`src/hdl/csu_pkg.sv`:
```
// Shared types and constants for the cardinality sketch update core.
// Used by csu_ctrl, csu_datapath and the top level; depends on nothing.
package csu_pkg;

  localparam int HASH_W      = 64;  // add hash field
  localparam int IDX_FIELD_W = 14;  // merge index field
  localparam int VAL_W       = 6;   // register value / rank
  localparam int TALLY_W     = 15;  // zero register count
  localparam int SUM_W       = 63;  // harmonic sum, fixed point

  localparam int IN_DATA_W   = 88;  // 84 payload bits rounded up to bytes
  localparam int OUT_DATA_W  = 80;  // 79 payload bits rounded up to bytes

  // request kinds carried on in_tuser
  localparam logic REQ_ADD   = 1'b0;
  localparam logic REQ_MERGE = 1'b1;

  typedef enum logic [2:0] {
    ST_CLEAR,
    ST_IDLE,
    ST_FETCH,
    ST_RANK,
    ST_DELTA,
    ST_COMMIT
  } csu_state_t;

  // controller -> datapath
  typedef struct packed {
    logic clear_wr;  // zero one register of the store
    logic load;      // capture an accepted word
    logic fetch;     // read the addressed register, split the hash
    logic rank;      // resolve the offered value
    logic delta;     // compare and form the sum correction
    logic commit;    // write back, update totals, load the output
  } csu_cmd_t;

  // datapath -> controller
  typedef struct packed {
    logic clear_last;  // clearing pass at the final register
  } csu_status_t;

endpackage

```
`src/hdl/csu_ctrl.sv`:
```
// Sequencer for the cardinality sketch update core.
// Depends on csu_pkg; drives csu_datapath through csu_cmd_t.
module csu_ctrl (
  input  logic                 clk,
  input  logic                 rst_n,
  input  logic                 in_tvalid,
  output logic                 in_tready,
  output logic                 out_tvalid,
  input  logic                 out_tready,
  input  csu_pkg::csu_status_t status,
  output csu_pkg::csu_cmd_t    cmd
);
  import csu_pkg::*;

  csu_state_t state_r, state_nxt;
  logic       out_valid_r, out_valid_nxt;
  logic       slot_free;

  assign slot_free  = !out_valid_r || out_tready;
  assign in_tready  = (state_r == ST_IDLE);
  assign out_tvalid = out_valid_r;

  always_ff @(posedge clk) begin
    if (!rst_n) begin
      state_r     <= ST_CLEAR;
      out_valid_r <= 1'b0;
    end else begin
      state_r     <= state_nxt;
      out_valid_r <= out_valid_nxt;
    end
  end

  always_comb begin
    state_nxt = state_r;
    cmd       = '0;
    unique case (state_r)
      ST_CLEAR: begin
        cmd.clear_wr = 1'b1;
        if (status.clear_last) state_nxt = ST_IDLE;
      end
      ST_IDLE: begin
        if (in_tvalid) begin
          cmd.load  = 1'b1;
          state_nxt = ST_FETCH;
        end
      end
      ST_FETCH: begin
        cmd.fetch = 1'b1;
        state_nxt = ST_RANK;
      end
      ST_RANK: begin
        cmd.rank  = 1'b1;
        state_nxt = ST_DELTA;
      end
      ST_DELTA: begin
        cmd.delta = 1'b1;
        state_nxt = ST_COMMIT;
      end
      ST_COMMIT: begin
        // hold until the output register can take the result
        if (slot_free) begin
          cmd.commit = 1'b1;
          state_nxt  = ST_IDLE;
        end
      end
      default: state_nxt = ST_CLEAR;
    endcase
  end

  always_comb begin
    priority if (cmd.commit) out_valid_nxt = 1'b1;
    else if (out_tready)     out_valid_nxt = 1'b0;
    else                     out_valid_nxt = out_valid_r;
  end

endmodule

```
`config.mk`:
```
export PLATFORM = sky130hd
export DESIGN_NAME = csu_ctrl
export DESIGN_NICKNAME = d
export VERILOG_FILES = /design/src/hdl/csu_pkg.sv /design/src/hdl/csu_ctrl.sv
export SDC_FILE = /design/constraint.sdc
export NUM_CORES = 1
export LEC_CHECK = 0
export BUFFER_PORTS_ARGS = -buffer_cell sky130_fd_sc_hd__clkbuf_2
export CORE_AREA = 2 2 39 41
export CTS_BUF_LIST = sky130_fd_sc_hd__clkbuf_8 sky130_fd_sc_hd__clkbuf_16
export CTS_CLUSTER_SIZE = 12
export DETAILED_ROUTE_END_ITERATION = 12
export DIE_AREA = 0 0 41 43
export SKIP_LAST_GASP = 1
export SLEW_MARGIN = 20
export SYNTH_ARGS = -nofsm -noshare
export SYNTH_HDL_FRONTEND = slang
export SYNTH_SLANG_ARGS = --single-unit
export TNS_END_PERCENT = 10
```
`constraint.sdc`:
```
create_clock -name clk -period 2.4 [get_ports clk]
set_clock_uncertainty 0.15 [all_clocks]
set_input_delay 0.48 -clock clk [delete_from_list [all_inputs] [get_ports clk]]
set_output_delay 0.48 -clock clk [all_outputs]
set_load 0.03 [all_outputs]
```
---- Word-level counts from Yosys, hierarchy flattened ----
Index checks and enable logic that the tools add are counted.
storage, ports and cells
  flip-flop bits (word level) ............. 4
  output and inout bits ................... 8
  logic and storage cells ................. 29
cells by class
  equal/unequal tests ..................... 8
  mux-type cells .......................... 14
  reduce and logical (&&, ||, !) cells .... 5
operator list
  kind                                                                   count
  3-bit case mux with 6 select lines                                     1
  1-bit 2-to-1 mux                                                       10
  3-bit 2-to-1 mux                                                       3
  3-bit by 2-bit equality test with 1-bit output, second input constant  2
  3-bit equality test, second input constant                             2
  2-bit != test, second input constant                                   3
  3-bit by 1-bit equality test with 1-bit output, second input constant  1
  3-bit zero test                                                        1
  3-bit AND reduction                                                    1
  2-bit nonzero test                                                     1
  1-bit zero test                                                        1
  1-bit logical OR                                                       1

---- Depth between registers and ports, before layout ----
  word-level depth ........................ 5
  gate-level depth with buffers ........... 4

---- Worst setup path before layout ----
No wires, ideal clock.
  path kind ............................... register to output
  from .................................... reg state_r[0]
  to ...................................... out cmd[4] (netlist name)
  data arrival time ....................... 1291 ps
  slack ................................... 479 ps
  stages on the path, launching flop included .. 4
  path through ............................ dfxtp_1 -> buf_6 -> nor3b_2 -> and2_1
RTL lines
  what                      RTL line        text
  start: declaration        csu_ctrl.sv:15  csu_state_t state_r, state_nxt;
  start signal: assignment  csu_ctrl.sv:28  state_r <= state_nxt;
  end: declaration          csu_ctrl.sv:11  output csu_pkg::csu_cmd_t cmd

==> out/metrics.yaml <==
route:
  viasPerCell: 4.07
  ant_nets: 0
  drt_pass1_iterations: 2
  wirelength_um: 497
  vias: 236
  wl_per_cell_um: 8.57
  first_iter_violations: 2
  drc: 0
cts:
  cts_tree: "yes"
  path_clk_slew_ns: 0.03
  cts_setup_buffers: 0
  cts_root_buf: "clkbuf_8"
  cts.sinks: 4
  hold_buffers: 0
  cts_resized: 0
  numCtsBuffers: 3
  htreeDepth: 1
  clk_latency_ns: 0.22
  cts.path.max_buffers: 2
synthesis:
  synth_cell_types: 18
  syn_area_um2: 259
  async_flop_share_pct: 0
  synth_flop_cell: "dfxtp_1"
  yosysTopAreaCell: "dfxtp_1"
  ys_seq_elements: 4
  synth-edff-count: 0
  yosys_warnings: 0
  yosysSeqAreaShare_pct: 30.9
  synth.avg_cell_area_um2: 8.63
  ys_top_cells_by_count: "nand2b_1, dfxtp_1, a21oi_1"
  synth_area_leaders: "dfxtp_1, nand2b_1, buf_6"
  synth.most_common_cell: "nand2b_1"
  synth_top_area_share_pct: 30.9
  syn_inst: 30
  syn_nets: 35
grt:
  grt_pass1_wl_um: 841
  grt_max_degree: 12
  grt_pass1_vias: 209
  antenna_found_initial: 0
  grt_use_met3_pct: 4.71
  top_usage_layer: "met4"
  grt_usage_pct: 8.23
  met1_usage_pct: 8.04
  grt-ovfl-total: 0
  grtUsageMet2_pct: 9.38
hold_path:
  hold_end: "out_tvalid"
  holdPathStages: 2
  hold_path_class: "register to register"
  hold_path.startpoint: "out_tvalid"
worst_setup_path:
  criticalPathCategory: "register to output port"
  end_kind: "output port"
  reg2reg_from: "state_r[1]"
  r2r-end: "state_r[2]"
  arrival_ns: 1.30
  reg2reg_slack_ns: 1.27
  path_max_fanout: 11
  worst_setup_path_start_kind: "register"
  crit_required_ns: 1.77
  r2r.worst_path.cells: 3
sta:
  hold_ws_ns: 0.359
  hold_viol: 0
  tns_ns: 0
  post-route-period-util_pct: 80.6
  rsz0062_at_grt: "false"
  setup_viol: 0
  slew_headroom_pct: 77.7
  layout_min_cycle_time_ns: 1.93
  fmax_mhz: 517
  worstMarginPinSlew_ns: 0.333
  drv_slew: 0
final_layout:
  syn2layout_area_growth_pct: 35.3
  diodes: 0
  drive_above_1_share_pct: 42.9
  fin_util_pct: 25.3
  final_nets: 49
placed_design:
  hpwl_um: 384
  finalWeightedCongestion: 0.560
  port_buffers: 12
pwr:
  p_leak_nw: 0.163
  p_total_uw: 270
  power.density_nw_per_um2: 770
  ir_drop_v: 0.000179
die:
  die_w_um: 41
  coreArea_um2: 1380
  dieArea_um2: 1760
  placementRows: 14
  io_pins: 13
  die_h_um: 43
  initial_core_util_pct: 18.7
job:
  max-cap-violations: 0
run_status:
  outcome: "complete, no violations"
-- per-layer routing --
| layer | share of wire [%] | up-vias |
|---|---|---|
| li1 | - | 123 |
| met1 | 40 | 102 |
| met2 | 46 | 7 |
| met3 | 7.8 | 4 |
| met4 | 5.8 | 0 |
| met5 | 0 | - |
-- layout by cell type (no fill, tap or decap) --
cell type   n
inv_2       1
o21a_1      2
a21oi_1     3
and3_4      1
nor2b_1     1
mux2i_1     1
nand2_1     1
dfxtp_1     4
nor2_1      2
nor3_1      1
clkbuf_2   12
and3_1      1
nor3b_2     1
and2_1      1
a21boi_1    1
nand2b_1    5
nand3b_1    1
clkbuf_8    3
-- cell families after synthesis --
group / count (synthesis) / share of synthesized area (%)
compound gates: 6 / 14.5
buf+inv: 4 / 13.0
flops: 4 / 30.9
mux: 1 / 3.86
simple gates: 15 / 37.7
-- flip-flops by register name, summed over array words and instances, names as in the netlist --
| name | count |
|---|---|
| out_tvalid | 1 |
| state_r | 3 |
-- worst max-delay path by stage --
stage	from	endpoint	slack, ns	cells after the start
after floorplan	state_r[0]	cmd[4]	0.48	3
after global placement	state_r[0]	cmd[4]	0.70	3
after detailed placement	state_r[0]	cmd[4]	0.69	3
after CTS	state_r[0]	cmd[4]	0.45	3
after global routing	state_r[0]	cmd[4]	0.40	3
final	state_r[0]	cmd[4]	0.47	3
-- area by class of cell --
class | instances | area [µm²]
Fill cell | 161 | 1030
Multi-Input combinational cell | 22 | 145
Sequential cell | 4 | 80.1
Timing Repair Buffer | 12 | 60.1
Clock buffer | 3 | 41.3
Tap cell | 16 | 20.0
Inverter | 1 | 3.75
-- critical path: stages (launching register included) --
cell,delay (ns)
dfxtp_1,0.51
nor3b_2,0.25
and2_1,0.14
clkbuf_2,0.19
-- power by group --
group	total, mW	switching (mW)	internal, mW
Combinational	0.0468	0.0278	0.0190
Clock	0.143	0.0363	0.107
Sequential	0.0796	0.00882	0.0708
-- stage by stage --
stage	instance area [µm²]	std cells	setup slack, ns
finish	350	58	0.466
global placement	309	55	0.698
global route	350	58	0.400
detailed placement	309	55	0.686
floorplan	259	30	0.479
CTS	350	58	0.451
Power figures use the tool's default switching activity.
